==> src/hw/rtl/tps_pkg.sv <==
// tps_pkg: types, pattern codes and step tables for the tone pattern sequencer
// no dependencies; used by tps_player and tone_pattern_sequencer_unit
package tps_pkg;

   localparam int unsigned HzW   = 12;
   localparam int unsigned MsW   = 9;
   localparam int unsigned StepW = 3;

   localparam logic [7:0] PAT_STOP   = 8'd0;
   localparam logic [7:0] PAT_DOUBLE = 8'd2;
   localparam logic [7:0] PAT_ALARM  = 8'd3;
   localparam logic [7:0] PAT_CHIRP  = 8'd4;

   localparam logic [31:0] REPEAT_GAP_MS = 32'd80;

   localparam logic [HzW-1:0] HZ_OFF  = 12'd0;
   localparam logic [HzW-1:0] HZ_LOW  = 12'd1400;
   localparam logic [HzW-1:0] HZ_MID  = 12'd2200;
   localparam logic [HzW-1:0] HZ_HIGH = 12'd2400;
   localparam logic [HzW-1:0] HZ_TOP  = 12'd3000;

   typedef struct packed {
      logic [HzW-1:0] hz;
      logic [MsW-1:0] ms;   // zero marks the terminator
   } step_type;

   typedef struct packed {
      logic        action;
      logic [31:0] now_ms;
      logic [7:0]  pattern;
      logic [7:0]  repeats;
   } req_type;

   typedef struct packed {
      logic [HzW-1:0] tone_hz;
      logic           active;
   } rsp_type;

   function automatic step_type step_lookup(input logic [7:0] pattern,
                                            input logic [StepW-1:0] idx);
      step_type s;
      s = '{hz: HZ_OFF, ms: 9'd0};
      case (pattern)
         PAT_DOUBLE: begin
            case (idx)
               3'd0:    s = '{hz: HZ_MID, ms: 9'd40};
               3'd1:    s = '{hz: HZ_OFF, ms: 9'd60};
               3'd2:    s = '{hz: HZ_MID, ms: 9'd40};
               default: s = '{hz: HZ_OFF, ms: 9'd0};
            endcase
         end
         PAT_ALARM: begin
            case (idx)
               3'd0:    s = '{hz: HZ_LOW, ms: 9'd200};
               3'd1:    s = '{hz: HZ_OFF, ms: 9'd120};
               3'd2:    s = '{hz: HZ_LOW, ms: 9'd200};
               3'd3:    s = '{hz: HZ_OFF, ms: 9'd400};
               default: s = '{hz: HZ_OFF, ms: 9'd0};
            endcase
         end
         PAT_CHIRP: begin
            case (idx)
               3'd0:    s = '{hz: HZ_TOP,  ms: 9'd25};
               3'd1:    s = '{hz: HZ_OFF,  ms: 9'd25};
               3'd2:    s = '{hz: HZ_HIGH, ms: 9'd25};
               default: s = '{hz: HZ_OFF,  ms: 9'd0};
            endcase
         end
         default: begin
            case (idx)
               3'd0:    s = '{hz: HZ_MID, ms: 9'd40};
               default: s = '{hz: HZ_OFF, ms: 9'd0};
            endcase
         end
      endcase
      return s;
   endfunction

endpackage

==> src/hw/rtl/tone_pattern_sequencer_unit.sv <==
// tone_pattern_sequencer_unit: buzzer pattern player, input and result registers
// depends on tps_pkg and tps_player
//
// Usage: each req transaction is either a start (req_action = 1, with
// req_pattern and req_repeats) or a poll (req_action = 0, with req_now_ms).
// Every transaction gives exactly one rsp transaction carrying the tone now
// driven (rsp_tone_hz, 0 = silent) and whether a pattern is still playing.
// A transaction is registered in the input register, processed once the result
// register is empty or not stalled, and its result then shows on rsp_valid from
// the result register. Throughput: one transaction per clock while rsp_stall is
// low; the step lookup, the 32-bit deadline compare and the deadline add all sit
// between the input register and the result register.
// Reset clears the pattern state (idle, silent, deadline zero) and empties
// both registers. While rsp_stall holds a waiting result, the input register
// can still fill once; after that req_stall rises until the result is taken.
module tone_pattern_sequencer_unit
   import tps_pkg::*;
(
   input  logic              clock,
   input  logic              reset,
   input  logic              req_valid,
   output logic              req_stall,
   input  logic              req_action,
   input  logic [31:0]       req_now_ms,
   input  logic [7:0]        req_pattern,
   input  logic [7:0]        req_repeats,
   output logic              rsp_valid,
   input  logic              rsp_stall,
   output logic [HzW-1:0]    rsp_tone_hz,
   output logic              rsp_active
);

   logic    in_valid_ff, in_valid_in;
   req_type in_item_ff;
   logic    out_valid_ff, out_valid_in;
   rsp_type out_item_ff;
   rsp_type result;
   logic    fire;
   logic    req_take;

   assign fire      = in_valid_ff && (!out_valid_ff || !rsp_stall);
   assign req_stall = in_valid_ff && !fire;
   assign req_take  = req_valid && !req_stall;

   assign in_valid_in  = req_take || (in_valid_ff && !fire);
   assign out_valid_in = fire || (out_valid_ff && rsp_stall);

   tps_player u_player (
      .clock  (clock),
      .reset  (reset),
      .fire   (fire),
      .item   (in_item_ff),
      .result (result)
   );

   always_ff @(posedge clock) begin
      if (reset) begin
         in_valid_ff  <= 1'b0;
         out_valid_ff <= 1'b0;
      end else begin
         in_valid_ff  <= in_valid_in;
         out_valid_ff <= out_valid_in;
      end
   end

   always_ff @(posedge clock) begin
      if (req_take) begin
         in_item_ff <= '{action: req_action, now_ms: req_now_ms,
                         pattern: req_pattern, repeats: req_repeats};
      end
      if (fire) begin
         out_item_ff <= result;
      end
   end

   assign rsp_valid   = out_valid_ff;
   assign rsp_tone_hz = out_item_ff.tone_hz;
   assign rsp_active  = out_item_ff.active;

   // idle player is always silent
   a_idle_silent: assert property (@(posedge clock) disable iff (reset)
      (rsp_valid && !rsp_active) |-> (rsp_tone_hz == HZ_OFF))
      else $error("idle result carries a tone");

   // only table frequencies reach the buzzer
   a_tone_legal: assert property (@(posedge clock) disable iff (reset)
      rsp_valid |-> (rsp_tone_hz == HZ_OFF || rsp_tone_hz == HZ_LOW ||
                     rsp_tone_hz == HZ_MID || rsp_tone_hz == HZ_HIGH ||
                     rsp_tone_hz == HZ_TOP))
      else $error("tone outside the step tables");

   // a processed transaction always lands in the result register
   a_fire_lands: assert property (@(posedge clock) disable iff (reset)
      fire |=> out_valid_ff)
      else $error("processed transaction lost");

endmodule

==> src/hw/rtl/tps_player.sv <==
// tps_player: pattern state registers and the per-transaction step logic
// depends on tps_pkg (types, step tables)
module tps_player
   import tps_pkg::*;
(
   input  logic    clock,
   input  logic    reset,
   input  logic    fire,
   input  req_type item,
   output rsp_type result
);

   logic [7:0]       pattern_ff, pattern_in;
   logic [7:0]       repeats_ff, repeats_in;
   logic [StepW-1:0] step_ff, step_in;
   logic [31:0]      due_ff, due_in;
   logic [HzW-1:0]   tone_ff, tone_in;
   step_type         cur_step;
   logic [7:0]       repeats_dec;

   assign cur_step    = step_lookup(pattern_ff, step_ff);
   assign repeats_dec = (repeats_ff != 8'd0) ? repeats_ff - 8'd1 : 8'd0;

   always_comb begin
      pattern_in = pattern_ff;
      repeats_in = repeats_ff;
      step_in    = step_ff;
      due_in     = due_ff;
      tone_in    = tone_ff;
      if (item.action) begin
         pattern_in = item.pattern;
         repeats_in = (item.repeats == 8'd0) ? 8'd1 : item.repeats;
         step_in    = '0;
         due_in     = '0;
         if (item.pattern == PAT_STOP) begin
            tone_in = HZ_OFF;
         end
      end else if (pattern_ff != PAT_STOP && item.now_ms >= due_ff) begin
         if (cur_step.ms == '0) begin
            // end of one repetition: silence, rewind, gap before the next
            tone_in    = HZ_OFF;
            step_in    = '0;
            repeats_in = repeats_dec;
            if (repeats_dec == 8'd0) begin
               pattern_in = PAT_STOP;
            end
            due_in = item.now_ms + REPEAT_GAP_MS;
         end else begin
            tone_in = cur_step.hz;
            step_in = step_ff + 3'd1;
            due_in  = item.now_ms + {23'd0, cur_step.ms};
         end
      end
   end

   assign result.tone_hz = tone_in;
   assign result.active  = (pattern_in != PAT_STOP);

   always_ff @(posedge clock) begin
      if (reset) begin
         pattern_ff <= PAT_STOP;
         repeats_ff <= '0;
         step_ff    <= '0;
         due_ff     <= '0;
         tone_ff    <= HZ_OFF;
      end else if (fire) begin
         pattern_ff <= pattern_in;
         repeats_ff <= repeats_in;
         step_ff    <= step_in;
         due_ff     <= due_in;
         tone_ff    <= tone_in;
      end
   end

endmodule
==> config.mk <==
export PLATFORM = sky130hd
export DESIGN_NAME = tone_pattern_sequencer_unit
export DESIGN_NICKNAME = d
export VERILOG_FILES = /design/src/hw/rtl/tps_pkg.sv /design/src/hw/rtl/tone_pattern_sequencer_unit.sv /design/src/hw/rtl/tps_player.sv
export SDC_FILE = /design/constraint.sdc
export NUM_CORES = 1
export LEC_CHECK = 0
export ABC_CLOCK_PERIOD_IN_PS = 4400
export BUFFER_PORTS_ARGS = -buffer_cell sky130_fd_sc_hd__buf_4
export CORE_MARGIN = 5
export CORE_UTILIZATION = 52
export DETAILED_ROUTE_END_ITERATION = 16
export GPL_TIMING_DRIVEN = 0
export PLACE_DENSITY_LB_ADDON = 0.1
export SETUP_SLACK_MARGIN = 0.02
export SYNTH_ARGS = -nofsm -noshare
export SYNTH_HDL_FRONTEND = slang
export SYNTH_SLANG_ARGS = --single-unit
==> constraint.sdc <==
create_clock -name clock -period 4.4 [get_ports clock]
set_input_delay 0.88 -clock clock [delete_from_list [all_inputs] [get_ports clock]]
set_output_delay 0.88 -clock clock [all_outputs]
set_load 0.02 [all_outputs]
Word level (Yosys, flattened, before mapping):

Index checks and enable logic that the tools add are counted.

* $add $sub $neg: 4
* order comparisons: 1
* equality and inequality tests: 6
* mux-type cells: 24
* reductions and logical operators: 25

Operator list (count)
* 21-bit case mux with 3 select lines: 2
* 32-bit two-way mux: 3
* 8-bit two-way mux: 9
* 20-bit case mux with 3 select lines: 1
* 12-bit two-way mux: 4
* 21-bit case mux with 2 select lines: 1
* 32-bit by 7-bit adder with 32-bit output (second input constant): 1
* 32-bit by 9-bit adder with 32-bit output: 1
* 32-bit greater-or-equal comparator: 1
* 8-bit logical NOT: 3
* 8-bit nonzero test: 3
* 21-bit two-way mux: 1
* 8-bit by 2-bit equality test with 1-bit output (second input constant): 2
* 9-bit logical NOT: 1
* 3-bit two-way mux: 3
* 8-bit by 3-bit equality test with 1-bit output (second input constant): 1
* 8-bit by 1-bit subtractor with 8-bit output (second input constant): 1
* 3-bit by 2-bit equality test with 1-bit output (second input constant): 2
* 1-bit logical AND: 5
* 1-bit logical NOT: 4
* 2-bit nonzero test: 2
* 3-bit by 1-bit adder with 3-bit output (second input constant): 1
* 3-bit by 1-bit equality test with 1-bit output (second input constant): 1
* 3-bit logical NOT: 1
* other kinds (4): 6

* bits in registers: 127
* input port bits: 53
* output and inout port bits: 15
* logic and storage cells: 73

Logic depth before layout (Yosys ltp):

* word-level depth: 9
* depth in mapped cells: 16
* mapped depth without buffers: 15

Cells and area by module:

A second synthesis with hierarchy kept.

* cell total of the unflattened synthesis: 701
* area, all modules: 7081.8 µm²

Modules (own cells, without submodules)
* tps_player: times used 1, cells each 629, area an instance 5133.7 µm², seq. area each 1261.2 µm²
* tone_pattern_sequencer_unit: times used 1, cells each 72, area an instance 1948.1 µm², seq. area each 1901.8 µm²

Worst setup path before layout:

No wires, ideal clock.

* path type: input port to flip-flop
* start point: input port rsp_stall
* end point: register in_item_ff[0] in the netlist's numbering, enable pin
* library setup time: 0.461 ns
* arrival: 3.316 ns
* required time: 3.939 ns
* setup slack: 0.623 ns
* stages: 2
* buffers on the path: 0
* cell sequence: and3_1 -> nor2b_1

* longest elaborated chain between the ends: 7

RTL lines
* start, declared: line tone_pattern_sequencer_unit.sv:28 `input logic rsp_stall,`
* 1-bit logical NOT: line tone_pattern_sequencer_unit.sv:41 `assign fire = in_valid_ff && (!out_valid_ff || !rsp_stall);`
* 1-bit logical OR: line tone_pattern_sequencer_unit.sv:41
* 1-bit logical AND: line tone_pattern_sequencer_unit.sv:41
* 1-bit logical NOT: line tone_pattern_sequencer_unit.sv:42 `assign req_stall = in_valid_ff && !fire;`
* 1-bit logical AND: line tone_pattern_sequencer_unit.sv:42
* 1-bit logical NOT: line tone_pattern_sequencer_unit.sv:43 `assign req_take = req_valid && !req_stall;`
* 1-bit logical AND: line tone_pattern_sequencer_unit.sv:43
* net req_take: line tone_pattern_sequencer_unit.sv:39 `logic req_take;`
* end signal, assigned: line tone_pattern_sequencer_unit.sv:68 `in_item_ff <= '{action: req_action, now_ms: req_now_ms,`
* end, declared: line tone_pattern_sequencer_unit.sv:34 `req_type in_item_ff;`

The timed path passes the listed nets, and every way through them passes these cells.
A chain may end at the register's enable or synchronous reset.

Worst setup path in the final report:

* start point: register u_player.pattern_ff[7]
* end point: register u_player.due_ff[14]

* longest elaborated chain between the ends: 6
* elaborated cells between the ends (all ways): 13
* those cells by class: add/sub: 1; eq/ne: 3; mux: 4; reduce/logical: 5

RTL lines
* start, declared: line tps_player.sv:13 `logic [7:0] pattern_ff, pattern_in;`
* start signal, assigned: line tps_player.sv:67 `pattern_ff <= pattern_in;`
* 8-bit by 3-bit equality test with 1-bit output or 8-bit by 2-bit equality test with 1-bit output (tied branches): line tps_pkg.sv:43 `case (pattern)`
* 21-bit case mux with 3 select lines: line tps_pkg.sv:43
* 32-bit by 9-bit adder with 32-bit output or 9-bit logical NOT (tied branches): line tps_player.sv:51, tps_player.sv:39
* 32-bit two-way mux: line tps_player.sv:39 `if (cur_step.ms == '0) begin`
* 32-bit two-way mux: line tps_player.sv:38 `end else if (pattern_ff != PAT_STOP && item.now_ms >= due_ff) begin`
* 32-bit two-way mux: line tps_player.sv:30 `if (item.action) begin`
* end signal, assigned: line tps_player.sv:70 `due_ff <= due_in;`
* end, declared: line tps_player.sv:16 `logic [31:0] due_ff, due_in;`

Several ways; a longest one is shown, not always the timed one. The select of a mux whose other input is x is not followed.

==> impl_metrics.env <==
export IMPL_status="completed"
export IMPL_pwr_density_cell_nw_per_um2=397.1
export IMPL_grt_max_degree=35
export IMPL_finalClockSkew_ps=7.655
export IMPL_drtIter0Drc=436
export IMPL_postCtsSetupBuffers=0
export IMPL_r2r_end="u_player.due_ff[14]$_SDFFE_PP0P_"
export IMPL_r2r_slack_ps=260
export IMPL_synthesis_area_um2=7004
export IMPL_whs_ps=448.1
export IMPL_maxSlewViolCount=0
export IMPL_finalCriticalPeriod_ps=4144
export IMPL_drt_first_pass_iters=5
export IMPL_ys_flop_type="dfxtp_1"
export IMPL_cts_max_level=4
export IMPL_grt_use_total_pct=21.67
export IMPL_vias=5759
export IMPL_ys_seq_area_share_pct=45.16
export IMPL_critPathMaxFanout=10
export IMPL_num_io_pins=68
export IMPL_final_cell_mix="buf_4 (71), dfxtp_1 (65), edfxtp_1 (62)"
export IMPL_holdPathEnd="u_player.tone_ff[1]$_SDFFE_PP0P_"
export IMPL_yosysWarnings=0
export IMPL_wirelength_um=16880
export IMPL_async_flop_share_pct=0
export IMPL_rsz0062_at_grt="no"
export IMPL_cp_start_kind="flip-flop"
export IMPL_antenna_found_initial=0
export IMPL_hp_start="u_player.tone_ff[1]$_SDFFE_PP0P_"
export IMPL_dpl_hpwl_um=12470
export IMPL_rows=42
export IMPL_drcViolationCount=0
export IMPL_grt_pass1_wl_um=27990
export IMPL_synth_compound_area_share_pct=18.76
export IMPL_ys_seq_elements=127
export IMPL_final_common_cell="buf_4"
export IMPL_tightest_slew_ps=989.5
export IMPL_gp_congestion=0.9445
export IMPL_finalNonFillerCells=974
export IMPL_multi_input_area_um2=3520
export IMPL_syn_num_nets=799
export IMPL_ir_drop_uv=241.4
export IMPL_die_y_um=126.1
export IMPL_end_kind="flip-flop"
export IMPL_synth_area_top_cells="edfxtp_1 (27%), dfxtp_1 (19%), ha_1 (8.6%), a21oi_1 (3.8%), a22o_1 (3.3%)"
export IMPL_insertion_delay_ps=420
export IMPL_p_leak_nw=3.291
export IMPL_fmax_mhz=241.3
export IMPL_fillers=1115
export IMPL_pwr_share_clk_pct=45.8
export IMPL_crit_arrival_ps=4460
export IMPL_p_sw_share_pct=24.28
export IMPL_hp_class="flip-flop to flip-flop"
export IMPL_p_seq_share_pct=40.4
export IMPL_synth_area_leader_cell="edfxtp_1"
export IMPL_avgSynthCellArea_um2=10.03
export IMPL_synth_edff_count=62
export IMPL_cts_root_buf="clkbuf_16"
export IMPL_area_growth_pct=20.33
export IMPL_relSlewSlack_pct=33.42
export IMPL_place_inst=942
export IMPL_final_antenna_net_count=0
export IMPL_numCtsBuffers=17
export IMPL_ff2ff_path_depth=13
export IMPL_clockBufferDepth=2
export IMPL_path_clk_slew_ps=50
export IMPL_diodes=0
export IMPL_synth_mux_area_share_pct=3.162
export IMPL_synth_top_family_by_area="compound AO/OA/AOI/OAI gates"
export IMPL_avgRoutedWirePerCell_um=17.33
export IMPL_crit_type="flip-flop to flip-flop"
export IMPL_regArea_um2=3163
export IMPL_worst_ep_required_time_ps=4720
export IMPL_port_buffer_count=67
export IMPL_nets=886
export IMPL_synthSimpleGateAreaFrac_pct=15.49
export IMPL_drv_cap=0
export IMPL_via_per_inst=5.913
export IMPL_hold_viol_final=0
export IMPL_p_int_mw=2.534
export IMPL_grt_pass1_vias=5810
export IMPL_synth_cell_type_count=67
export IMPL_cts_sinks=127
export IMPL_drive_above_1_share_pct=17.04
export IMPL_combPwrFrac_pct=13.8
export IMPL_min_path_cells=1
export IMPL_synth_fa_ha_area_share_pct=8.574
export IMPL_synth_cells=698
export IMPL_start_util_pct=52.89
export IMPL_power_switching_uw=812.7
export IMPL_fp_dieW_um=126.1
export IMPL_finalSetupViolCount=0
export IMPL_synth_xor_area_share_pct=4.001
export IMPL_die_area_um2=15890
export IMPL_grt_ovfl_total=0
export IMPL_final_period_utilization_pct=94.18
export IMPL_cts_hold_buffers=0
export IMPL_coreArea_um2=13240
export IMPL_r2r_start="u_player.pattern_ff[7]$_SDFFE_PP0P_"
export IMPL_cts_tree="built"
export IMPL_synth_top_area_share_pct=26.58
==> state kept, by name (all words and copies together) (netlist names) <==
| register | count |
|---|---|
| rsp_tone_hz | 12 |
| rsp_active | 1 |
| in_valid_ff | 1 |
| u_player.step_ff | 3 |
| u_player.tone_ff | 12 |
| u_player.repeats_ff | 8 |
| u_player.pattern_ff | 8 |
| rsp_valid | 1 |
| u_player.due_ff | 32 |
| in_item_ff | 49 |
==> stage by stage <==
| stage | cell area (um2) | utilization (%) | TNS [ps] | setup slack [ps] | power, mW |
|---|---|---|---|---|---|
| global route | 8428 | 63.64 | 0 | 34.07 | 3.490 |
| detailed placement | 7755 | 58.56 | -142.3 | -70.36 | 1.829 |
| finish | 8428 | 63.64 | 0 | 256.1 | 3.347 |
| floorplan | 7004 | - | 0 | 623.0 | 1.675 |
| global placement | 7727 | 58.35 | -21020 | -435.6 | 1.817 |
| CTS | 8421 | 63.59 | 0 | 149.7 | 3.368 |
==> worst max-delay path: stages (launching register included) <==
cell and delay (ps):
dfxtp_1 330, or4_4 580, or2_1 220, buf_2 190, nor3_1 450, o21a_1 260, ha_1 270, or2_2 330
a21oi_4 330, a21oi_1 120, clkbuf_1 310, o211ai_1 290, xor2_1 110, o41ai_1 230
==> power by group through the flow <==
stage | clock, mW | combinational (mW) | sequential [mW]
5_1_grt | 1.62 | 0.512 | 1.36
2_1_floorplan | 0 | 0.306 | 1.37
4_1_cts | 1.56 | 0.459 | 1.35
6_report | 1.53 | 0.462 | 1.35
3_5_place_dp | 0 | 0.455 | 1.37
3_3_place_gp | 0 | 0.441 | 1.38
==> cell usage after synthesis (8+ instances only) <==
library cell	n
edfxtp_1	62
xnor2_1	23
o211ai_1	9
or3_1	13
mux2i_1	21
buf_2	11
inv_1	49
nand2_1	40
a22o_1	26
nor2_1	42
nand3_1	21
a21oi_1	53
o21ai_0	24
clkbuf_1	12
xor2_1	9
a22oi_1	12
ha_1	48
dfxtp_1	65
nor3_1	27
nand4_1	8
a21o_1	13
==> cell families (layout without fill, tap and decap cells) <==
| family | after synthesis | count (layout) |
|---|---|---|
| and+or+nand+nor | 206 | 206 |
| AOI/OAI and AO/OA | 184 | 184 |
| xor gates and xnor gates | 32 | 32 |
| adders and majority gates | 48 | 48 |
| buffers and inverters | 79 | 179 |
| muxes | 22 | 22 |
| DFF | 127 | 127 |
==> area by class of cell <==
cell class / instances / share of cell area [%]
sequential: 127 / 37.53
inverter: 50 / 2.227
buffer: 29 / 1.811
clock buffer: 24 / 6.072
tap: 176 / 2.613
timing repair buffer: 68 / 6.205
clock inverter: 8 / 1.781
multi-input combinational: 492 / 41.76
==> routing by layer <==
| metal | part of all wire (%) | track usage [%] | vias to the layer above |
|---|---|---|---|
| met5 | 0 | 0 | - |
| met4 | 3.2 | 9.842 | 0 |
| met3 | 5.5 | 5.165 | 48 |
| met2 | 50 | 37.53 | 187 |
| met1 | 41 | 25.46 | 2749 |
| li1 | - | - | 2775 |
==> worst max-delay path by stage <==
stage / from / end / slack, ps / cells after the start
floorplan: rsp_stall / in_item_ff[0]$_DFFE_PP_ / 620 / 2
global placement: rsp_stall / in_item_ff[40]$_DFFE_PP_ / -440 / 3
detailed placement: u_player.pattern_ff[3]$_SDFFE_PP0P_ / u_player.due_ff[14]$_SDFFE_PP0P_ / -70 / 13
CTS: u_player.pattern_ff[3]$_SDFFE_PP0P_ / u_player.due_ff[14]$_SDFFE_PP0P_ / 150 / 13
global route: u_player.pattern_ff[0]$_SDFFE_PP0P_ / u_player.due_ff[19]$_SDFFE_PP0P_ / 30 / 14
finish: u_player.pattern_ff[7]$_SDFFE_PP0P_ / u_player.due_ff[14]$_SDFFE_PP0P_ / 260 / 13
==> what timing repair did <==
item	in CTS	in global routing
setup endpoints to repair	9	3
gates cloned	0	0
gates resized for setup	1	2
Note: power is estimated with default switching activity, not from simulation.
